## config.mk

```make
export PLATFORM = sky130hd
export DESIGN_NAME = julian_day_to_date
export DESIGN_NICKNAME = d
export VERILOG_FILES = /design/src/hw/rtl/jdd_pkg.sv /design/src/hw/rtl/jdd_greg.sv /design/src/hw/rtl/jdd_year.sv /design/src/hw/rtl/jdd_month.sv /design/src/hw/rtl/julian_day_to_date.sv
export SDC_FILE = /design/constraint.sdc
export NUM_CORES = 2
export LEC_CHECK = 0
export BUFFER_PORTS_ARGS = -buffer_cell sky130_fd_sc_hd__buf_2
export CORE_UTILIZATION = 40
export CTS_CLUSTER_SIZE = 10
export DETAILED_ROUTE_END_ITERATION = 8
export GPL_TIMING_DRIVEN = 0
export PLACE_DENSITY_LB_ADDON = 0.3
export RECOVER_POWER = 50
export SYNTH_ARGS = -nofsm -noshare
export SYNTH_HDL_FRONTEND = slang
export SYNTH_SLANG_ARGS = --single-unit
export TNS_END_PERCENT = 5
```

## constraint.sdc

```tcl
create_clock -name clk -period 15 [get_ports clk]
set_clock_uncertainty 0.05 [all_clocks]
set_input_delay 0.75 -clock clk [delete_from_list [all_inputs] [get_ports clk]]
set_output_delay 0.75 -clock clk [all_outputs]
set_load 0.05 [all_outputs]
```

## src/hw/rtl/jdd_pkg.sv

```systemverilog
// ----------------------------------------------------------------------------
// jdd_pkg
// constants, reciprocals and stage payload types for the day-to-date pipeline
// ----------------------------------------------------------------------------
package jdd_pkg;

  localparam int JDD_DN_W    = 23;
  localparam int JDD_Z_W     = 24;
  localparam int JDD_B_W     = 24;
  localparam int JDD_C_W     = 15;
  localparam int JDD_X_W     = 10;
  localparam int JDD_E_W     = 6;
  localparam int JDD_YEAR_W  = 16;
  localparam int JDD_MONTH_W = 4;
  localparam int JDD_DOM_W   = 5;

  localparam logic [23:0] JDD_GREG_START = 24'd2299161;
  localparam logic [23:0] JDD_YEAR_ONE   = 24'd1721423;
  localparam logic [25:0] JDD_ALPHA_OFS  = 26'd7468865;
  localparam logic [23:0] JDD_B_OFS_AD   = 24'd1524;
  localparam logic [23:0] JDD_B_OFS_BC   = 24'd1158;
  localparam logic [27:0] JDD_C_OFS      = 28'd2442;
  localparam logic [15:0] JDD_YR_OFS_LATE  = 16'd4716;
  localparam logic [15:0] JDD_YR_OFS_EARLY = 16'd4715;

  // exact floor division by reciprocal: m = ceil(2^s / d), s = n_bits + ceil(log2 d)
  localparam int JDD_S1 = 43;  // /146097, 25-bit numerator
  localparam int JDD_S2 = 41;  // /7305, 28-bit numerator
  localparam int JDD_S3 = 43;  // /306001, 24-bit numerator
  localparam int JDD_S4 = 39;  // /10000, 25-bit numerator

  localparam longint unsigned JDD_M1_L =
    ((64'd1 << JDD_S1) + 64'd146096) / 64'd146097;
  localparam longint unsigned JDD_M2_L =
    ((64'd1 << JDD_S2) + 64'd7304) / 64'd7305;
  localparam longint unsigned JDD_M3_L =
    ((64'd1 << JDD_S3) + 64'd306000) / 64'd306001;
  localparam longint unsigned JDD_M4_L =
    ((64'd1 << JDD_S4) + 64'd9999) / 64'd10000;

  localparam logic [25:0] JDD_M1 = 26'(JDD_M1_L);
  localparam logic [28:0] JDD_M2 = 29'(JDD_M2_L);
  // scale factors folded into the reciprocal
  localparam logic [38:0] JDD_K3 = 39'(64'd10000 * JDD_M3_L);
  localparam logic [43:0] JDD_K4 = 44'(64'd306001 * JDD_M4_L);

  typedef struct packed {
    logic [JDD_B_W-1:0] b;
  } jdd_s2_t;

  typedef struct packed {
    logic [JDD_C_W-1:0] c;
    logic [JDD_X_W-1:0] x;
  } jdd_s4_t;

endpackage

```

## src/hw/rtl/jdd_greg.sv

```systemverilog
// ----------------------------------------------------------------------------
// jdd_greg
// two stages: gregorian century correction, then offset into the year count
// ----------------------------------------------------------------------------
module jdd_greg (
  input  logic                        clk,
  input  logic                        rst_n,
  input  logic                        up_valid,
  output logic                        up_ready,
  input  logic [jdd_pkg::JDD_DN_W-1:0] up_day_number,
  output logic                        dn_valid,
  input  logic                        dn_ready,
  output jdd_pkg::jdd_s2_t            dn_data
);
  import jdd_pkg::*;

  logic                va_r, vb_r;
  logic                rdy_a, rdy_b;
  logic [JDD_Z_W-1:0]  z_nxt, z_r;
  logic                greg_nxt, greg_r;
  logic [25:0]         n1_wide;
  logic [24:0]         n1;
  logic [50:0]         p1_nxt, p1_r;
  logic [7:0]          alpha;
  logic [JDD_Z_W-1:0]  a;
  logic [JDD_B_W-1:0]  b_nxt, b_r;

  assign rdy_b    = !vb_r || dn_ready;
  assign rdy_a    = !va_r || rdy_b;
  assign up_ready = rdy_a;
  assign dn_valid = vb_r;
  assign dn_data.b = b_r;

  always_comb begin
    z_nxt    = {1'b0, up_day_number} + 24'd1;
    greg_nxt = z_nxt >= JDD_GREG_START;
    n1_wide  = (26'(z_nxt) << 2) - JDD_ALPHA_OFS;
    n1       = greg_nxt ? n1_wide[24:0] : 25'd0;
    p1_nxt   = 51'(n1) * 51'(JDD_M1);
  end

  always_comb begin
    alpha = p1_r[JDD_S1 +: 8];
    a     = greg_r ? z_r + 24'd1 + 24'(alpha) - 24'(alpha[7:2]) : z_r;
    b_nxt = a + ((a > JDD_YEAR_ONE) ? JDD_B_OFS_AD : JDD_B_OFS_BC);
  end

  always_ff @(posedge clk) begin
    if (!rst_n) begin
      va_r <= 1'b0;
      vb_r <= 1'b0;
    end else begin
      if (rdy_a) va_r <= up_valid;
      if (rdy_b) vb_r <= va_r;
    end
  end

  always_ff @(posedge clk) begin
    if (up_valid && rdy_a) begin
      z_r    <= z_nxt;
      greg_r <= greg_nxt;
      p1_r   <= p1_nxt;
    end
    if (va_r && rdy_b) begin
      b_r <= b_nxt;
    end
  end

endmodule

```

## src/hw/rtl/jdd_year.sv

```systemverilog
// ----------------------------------------------------------------------------
// jdd_year
// two stages: year count c by reciprocal, then day offset within that year
// ----------------------------------------------------------------------------
module jdd_year (
  input  logic             clk,
  input  logic             rst_n,
  input  logic             up_valid,
  output logic             up_ready,
  input  jdd_pkg::jdd_s2_t up_data,
  output logic             dn_valid,
  input  logic             dn_ready,
  output jdd_pkg::jdd_s4_t dn_data
);
  import jdd_pkg::*;

  logic               va_r, vb_r;
  logic               rdy_a, rdy_b;
  logic [JDD_B_W-1:0] b_r;
  logic [27:0]        n2;
  logic [56:0]        p2_nxt, p2_r;
  logic [JDD_C_W-1:0] c_nxt, c_r;
  logic [25:0]        d_wide;
  logic [JDD_X_W-1:0] x_nxt, x_r;

  assign rdy_b    = !vb_r || dn_ready;
  assign rdy_a    = !va_r || rdy_b;
  assign up_ready = rdy_a;
  assign dn_valid = vb_r;
  assign dn_data.c = c_r;
  assign dn_data.x = x_r;

  always_comb begin
    // 20b - 2442
    n2     = (28'(up_data.b) << 4) + (28'(up_data.b) << 2) - JDD_C_OFS;
    p2_nxt = 57'(n2) * 57'(JDD_M2);
  end

  always_comb begin
    c_nxt  = p2_r[JDD_S2 +: JDD_C_W];
    d_wide = 26'(c_nxt) * 26'd1461;
    x_nxt  = JDD_X_W'(b_r - d_wide[25:2]);
  end

  always_ff @(posedge clk) begin
    if (!rst_n) begin
      va_r <= 1'b0;
      vb_r <= 1'b0;
    end else begin
      if (rdy_a) va_r <= up_valid;
      if (rdy_b) vb_r <= va_r;
    end
  end

  always_ff @(posedge clk) begin
    if (up_valid && rdy_a) begin
      b_r  <= up_data.b;
      p2_r <= p2_nxt;
    end
    if (va_r && rdy_b) begin
      c_r <= c_nxt;
      x_r <= x_nxt;
    end
  end

endmodule

```

## src/hw/rtl/jdd_month.sv

```systemverilog
// ----------------------------------------------------------------------------
// jdd_month
// two stages: month index e by reciprocal, then day, month and year out
// ----------------------------------------------------------------------------
module jdd_month (
  input  logic                              clk,
  input  logic                              rst_n,
  input  logic                              up_valid,
  output logic                              up_ready,
  input  jdd_pkg::jdd_s4_t                  up_data,
  output logic                              dn_valid,
  input  logic                              dn_ready,
  output logic signed [jdd_pkg::JDD_YEAR_W-1:0] dn_year,
  output logic [jdd_pkg::JDD_MONTH_W-1:0]   dn_month,
  output logic [jdd_pkg::JDD_DOM_W-1:0]     dn_day_of_month
);
  import jdd_pkg::*;

  logic                  va_r, vb_r;
  logic                  rdy_a, rdy_b;
  logic [48:0]           p3_nxt, p3_r;
  logic [JDD_C_W-1:0]    c_r;
  logic [JDD_X_W-1:0]    x_r;
  logic [JDD_E_W-1:0]    e;
  logic [49:0]           p4;
  logic [10:0]           t;
  logic [JDD_E_W-1:0]    mon_full;
  logic                  late;
  logic [JDD_YEAR_W-1:0] yr_nxt;
  logic [JDD_MONTH_W-1:0] mon_nxt;
  logic [JDD_DOM_W-1:0]  dom_nxt;
  logic [JDD_YEAR_W-1:0] yr_r;
  logic [JDD_MONTH_W-1:0] mon_r;
  logic [JDD_DOM_W-1:0]  dom_r;

  assign rdy_b           = !vb_r || dn_ready;
  assign rdy_a           = !va_r || rdy_b;
  assign up_ready        = rdy_a;
  assign dn_valid        = vb_r;
  assign dn_year         = $signed(yr_r);
  assign dn_month        = mon_r;
  assign dn_day_of_month = dom_r;

  assign p3_nxt = 49'(up_data.x) * 49'(JDD_K3);

  always_comb begin
    e        = p3_r[JDD_S3 +: JDD_E_W];
    // floor(30.6001 e)
    p4       = 50'(e) * 50'(JDD_K4);
    t        = p4[JDD_S4 +: 11];
    dom_nxt  = JDD_DOM_W'({1'b0, x_r} - t);
    mon_full = e - ((e <= 6'd13) ? 6'd1 : 6'd13);
    mon_nxt  = JDD_MONTH_W'(mon_full);
    late     = mon_full > 6'd2;
    yr_nxt   = 16'(c_r) - (late ? JDD_YR_OFS_LATE : JDD_YR_OFS_EARLY);
  end

  always_ff @(posedge clk) begin
    if (!rst_n) begin
      va_r <= 1'b0;
      vb_r <= 1'b0;
    end else begin
      if (rdy_a) va_r <= up_valid;
      if (rdy_b) vb_r <= va_r;
    end
  end

  always_ff @(posedge clk) begin
    if (up_valid && rdy_a) begin
      c_r  <= up_data.c;
      x_r  <= up_data.x;
      p3_r <= p3_nxt;
    end
    if (va_r && rdy_b) begin
      yr_r  <= yr_nxt;
      mon_r <= mon_nxt;
      dom_r <= dom_nxt;
    end
  end

endmodule

```

## src/hw/rtl/julian_day_to_date.sv

```systemverilog
// ----------------------------------------------------------------------------
// julian_day_to_date
// day count to calendar date, julian rules before the gregorian switch
// ----------------------------------------------------------------------------
//  channel | ports                                          | dir
//  --------+------------------------------------------------+-----
//  in      | in_valid, in_ready, in_day_number[22:0]        | in
//  out     | out_valid, out_ready, out_year[15:0] (signed), | out
//          | out_month[3:0], out_day_of_month[4:0]          |
//
// six register stages, one beat in per cycle while in_ready is high; the
// stage count is set by the four reciprocal multiplies
// synchronous active-low reset clears only the stage valid bits
// a stall on out holds every full stage; in_ready drops only while out is
// stalled and the pipeline is full behind it
// ----------------------------------------------------------------------------
module julian_day_to_date (
  input  logic                                  clk,
  input  logic                                  rst_n,
  input  logic                                  in_valid,
  output logic                                  in_ready,
  input  logic [jdd_pkg::JDD_DN_W-1:0]          in_day_number,
  output logic                                  out_valid,
  input  logic                                  out_ready,
  output logic signed [jdd_pkg::JDD_YEAR_W-1:0] out_year,
  output logic [jdd_pkg::JDD_MONTH_W-1:0]       out_month,
  output logic [jdd_pkg::JDD_DOM_W-1:0]         out_day_of_month
);
  import jdd_pkg::*;

  logic    s2_valid, s2_ready;
  jdd_s2_t s2_data;
  logic    s4_valid, s4_ready;
  jdd_s4_t s4_data;

  jdd_greg u_greg (
    .clk           (clk),
    .rst_n         (rst_n),
    .up_valid      (in_valid),
    .up_ready      (in_ready),
    .up_day_number (in_day_number),
    .dn_valid      (s2_valid),
    .dn_ready      (s2_ready),
    .dn_data       (s2_data)
  );

  jdd_year u_year (
    .clk      (clk),
    .rst_n    (rst_n),
    .up_valid (s2_valid),
    .up_ready (s2_ready),
    .up_data  (s2_data),
    .dn_valid (s4_valid),
    .dn_ready (s4_ready),
    .dn_data  (s4_data)
  );

  jdd_month u_month (
    .clk             (clk),
    .rst_n           (rst_n),
    .up_valid        (s4_valid),
    .up_ready        (s4_ready),
    .up_data         (s4_data),
    .dn_valid        (out_valid),
    .dn_ready        (out_ready),
    .dn_year         (out_year),
    .dn_month        (out_month),
    .dn_day_of_month (out_day_of_month)
  );

endmodule

```

==> run summary <==
Vias/cell = 4.91
Tcrit/Tclk final = 81.7%
wire per inst = 16.6 um
PostCTS Resize Cnt = 0
Starting Density = 40.6%
cells after synthesis = 3891
largest family of logic cells by synthesized area = adder cells
DRT Pass-1 Iters = 5
WP data required = 15.14 ns
WHS Path Cells = 0
DR vias = 25.8k
Slew headroom = -160%
CTS Hold Bufs = 0
Setup Fix Bufs, Post-CTS = 0
Seq. cell area = 4860 um2
Clock transition at path regs = 0.08 ns
total wire length = 87500 um
internal reg-to-reg setup slack = 2.75 ns
fin nets = 5463
RSZ-0062 raised after global routing = no
Max FO, Critical Path = 12
Synth Area in Adders = 58.8%
Post-Syn Area = 39400 um2
Compound-Gate Fraction of Synth Area = 7.10%
endpoints failing hold = 0
syn_nets = 5382
remaining antenna violation count = 0
# rows = 114
Syn. warnings = 0
Final Wtd Congestion = 0.903
drc violations = 0
Worst Reg-to-Reg Cells = 35
clk_lat worst skew = 0.44 ns
root buffer cell = clkbuf_16
worst hold start = u_year.p2_r[54]
hold path endpoint = u_year.c_r[13]
CTS H-tree lvls = 4
Die W = 316 um
CP arrival = 12.39 ns
Buffers & Inverters on Critical Path = 7
n_diodes = 0
first-pass GRT wire length = 146000 um
drt initial violations = 1164
cell family with most CP delay = adder cells
grt ovf = 0
outcome = finished with violations
worst hold path type = reg2reg
failing checks = capacitance limit, slew limit
DP HPWL = 78500 um
Peak Freq = 0.0816 GHz
Slew @ Worst Pin = 3.87 ns
synthesis-to-finish area growth = 6.71%
Final Max Tran Viols = 27
post-route core utilization = 43.3%
core region area = 97100 um2
num ports = 54
Fillers = 9373
final setup TNS = 0 ns
mux cell area share after synthesis = 0.308%
CP dominant cell by count = inv_1
number of buffers created by CTS = 17
ys async rst share = 0%
crit-path max cell delay = 1.03 ns
XOR/XNOR Fraction of Synth Area = 4.17%
GRT Total Usage = 18.6%
Die Ht = 316 um
Multi-input gate area = 30200 um2
Setup Viol. Count Final = 0
maximum clock path buffer count = 2
IO buf count = 50
EDFF count, synth = 158
die footprint = 99900 um2
CP endpoint kind = flop
Worst R2R End = u_year.p2_r[51]
Post-Synth Simple-Gate Area = 5.85%
clk sinks = 164
TritonCTS clock tree = built
critical path type = reg2reg
Primary FF master, synth = edfxtp_1
library cells used by synthesis = 84
largest net degree at the start of global routing = 30
#FFs+latches synth = 164
CP max stage cell = xnor2_1
post-synthesis sequential area ratio = 12.3%
R2R Path Start = u_greg.dn_data[0]
synthesized area per cell = 10.1 um2
fin crit period = 12.25 ns
vias in the first global route = 27.9k
max-cap viol count = 1
fraction of layout cells with a size suffix above 1 = 2.74%
crit start category = flop
initial antenna violation count = 1
-- cells in the final DEF, fill, tap and decap left out, types with 10 or more instances in the layout --
cell and n:
nor2_1 106, inv_1 1171, a31oi_1 20, clkbuf_16 17, xnor2_1 115, a211oi_1 14, nand3_1 32, buf_2 25
o21a_1 21, ha_1 813, nor4_1 16, xor2_1 63, and2_1 15, o31ai_1 14, mux2i_1 11, o21ai_0 67
a21oi_1 111, nand4_1 28, fa_1 651, clkbuf_1 43, edfxtp_1 158, nor2b_1 28, nand2b_1 14, nand2_1 102
a21o_1 67, nor3_1 44, o21bai_1 10, and3_1 12, or3_1 11
-- metrics by stage --
| step | setup WS (ns) | hold slack (ns) | area (um2) | cells |
|---|---|---|---|---|
| 3_3_place_gp | 2.13 | 0.351 | 41300 | 5217 |
| 2_1_floorplan | 5.00 | 0.350 | 39400 | 3891 |
| 4_1_cts | 2.75 | 0.363 | 42200 | 5261 |
| 5_1_grt | 2.15 | 0.370 | 42100 | 5261 |
| 6_report | 2.75 | 0.360 | 42100 | 5261 |
| 3_5_place_dp | 2.82 | 0.355 | 41600 | 5229 |
-- synthesized netlist by cell type, types with 5 or more instances --
| master | n | area share, % |
|---|---|---|
| nand2b_1 | 14 | 0.22 |
| nor4_1 | 16 | 0.25 |
| a21o_1 | 67 | 1.3 |
| o211ai_1 | 6 | 0.11 |
| and3_1 | 12 | 0.19 |
| nor2_1 | 106 | 1.0 |
| nor3_1 | 44 | 0.56 |
| clkbuf_1 | 13 | 0.12 |
| ha_1 | 813 | 26 |
| dfxtp_1 | 6 | 0.30 |
| nand3b_1 | 5 | 0.095 |
| a21oi_1 | 111 | 1.4 |
| xnor2_1 | 124 | 2.8 |
| o21bai_1 | 10 | 0.19 |
| a211oi_1 | 14 | 0.27 |
| mux2i_1 | 11 | 0.28 |
| xor2_1 | 64 | 1.4 |
| nand3_1 | 32 | 0.41 |
| o21ai_0 | 67 | 0.85 |
| a221oi_1 | 7 | 0.16 |
| and2_1 | 15 | 0.24 |
| nand4_1 | 28 | 0.44 |
| or3_1 | 11 | 0.17 |
| o31ai_1 | 14 | 0.27 |
| or2_2 | 9 | 0.14 |
| fa_1 | 651 | 33 |
| and4_1 | 6 | 0.13 |
| a21boi_0 | 11 | 0.21 |
| nor2b_1 | 28 | 0.44 |
| edfxtp_1 | 158 | 12 |
| o21a_1 | 21 | 0.40 |
| or4_1 | 6 | 0.11 |
| nand2_1 | 102 | 0.97 |
| a211o_1 | 6 | 0.13 |
| a41oi_1 | 5 | 0.11 |
| a31oi_1 | 20 | 0.32 |
| inv_1 | 1171 | 11 |
-- sequential cells by signal, summed over array words and instances, names as in the netlist, 4 cells and up --
register                 count
u_year.c_r                  15
u_month.dn_month             4
u_month.dn_year             16
u_month.p3_r                 6
u_month.dn_day_of_month      5
u_greg.p1_r                  9
u_greg.dn_data              24
u_year.x_r                  10
u_year.p2_r                 15
u_greg.z_r                  24
u_year.b_r                  10
u_month.x_r                  5
u_month.c_r                 15
-- how the worst max path moves through the flow --
stage	end	cells after the start	start	slack [ns]
after floorplan	u_greg.p1_r[48]	35	in_day_number[0]	5.00
after global placement	u_year.p2_r[55]	33	u_greg.dn_data[0]	2.13
after detailed placement	u_greg.p1_r[50]	34	in_day_number[0]	2.82
after CTS	u_year.p2_r[51]	35	u_greg.dn_data[0]	2.75
after global routing	u_year.p2_r[51]	35	u_greg.dn_data[0]	2.15
final	u_year.p2_r[51]	35	u_greg.dn_data[0]	2.75
-- per-layer routing --
layer  GRT usage, %  share of wire, %  routed length (um)  vias up
met4           3.54               1.8                1600        0
li1               -                 -                   -    12500
met3           1.76               3.3                2860       84
met5              0                 0                   0        -
met1           24.8                45               39700    12800
met2           32.9                50               43400      434
-- final cells by class --
cell class	instances	area share, %
clock inverters	15	0.425
clock buffers	17	1.01
inverters	1172	10.5
repair buffers	62	0.862
multi-input cells	2534	71.7
plain buffers	21	0.226
flip-flops and latches	164	11.6
well taps	1276	3.79
-- kinds of logic after synthesis --
| kind of cell | after synthesis |
|---|---|
| fa+ha+maj | 1464 |
| buf+inv | 1193 |
| simple gates | 453 |
| compound gates | 417 |
| xor+xnor | 188 |
| flops | 164 |
| mux | 12 |
Power is not shown: default switching activity piles up to over one toggle a cycle in this logic, so the estimate is an artifact.
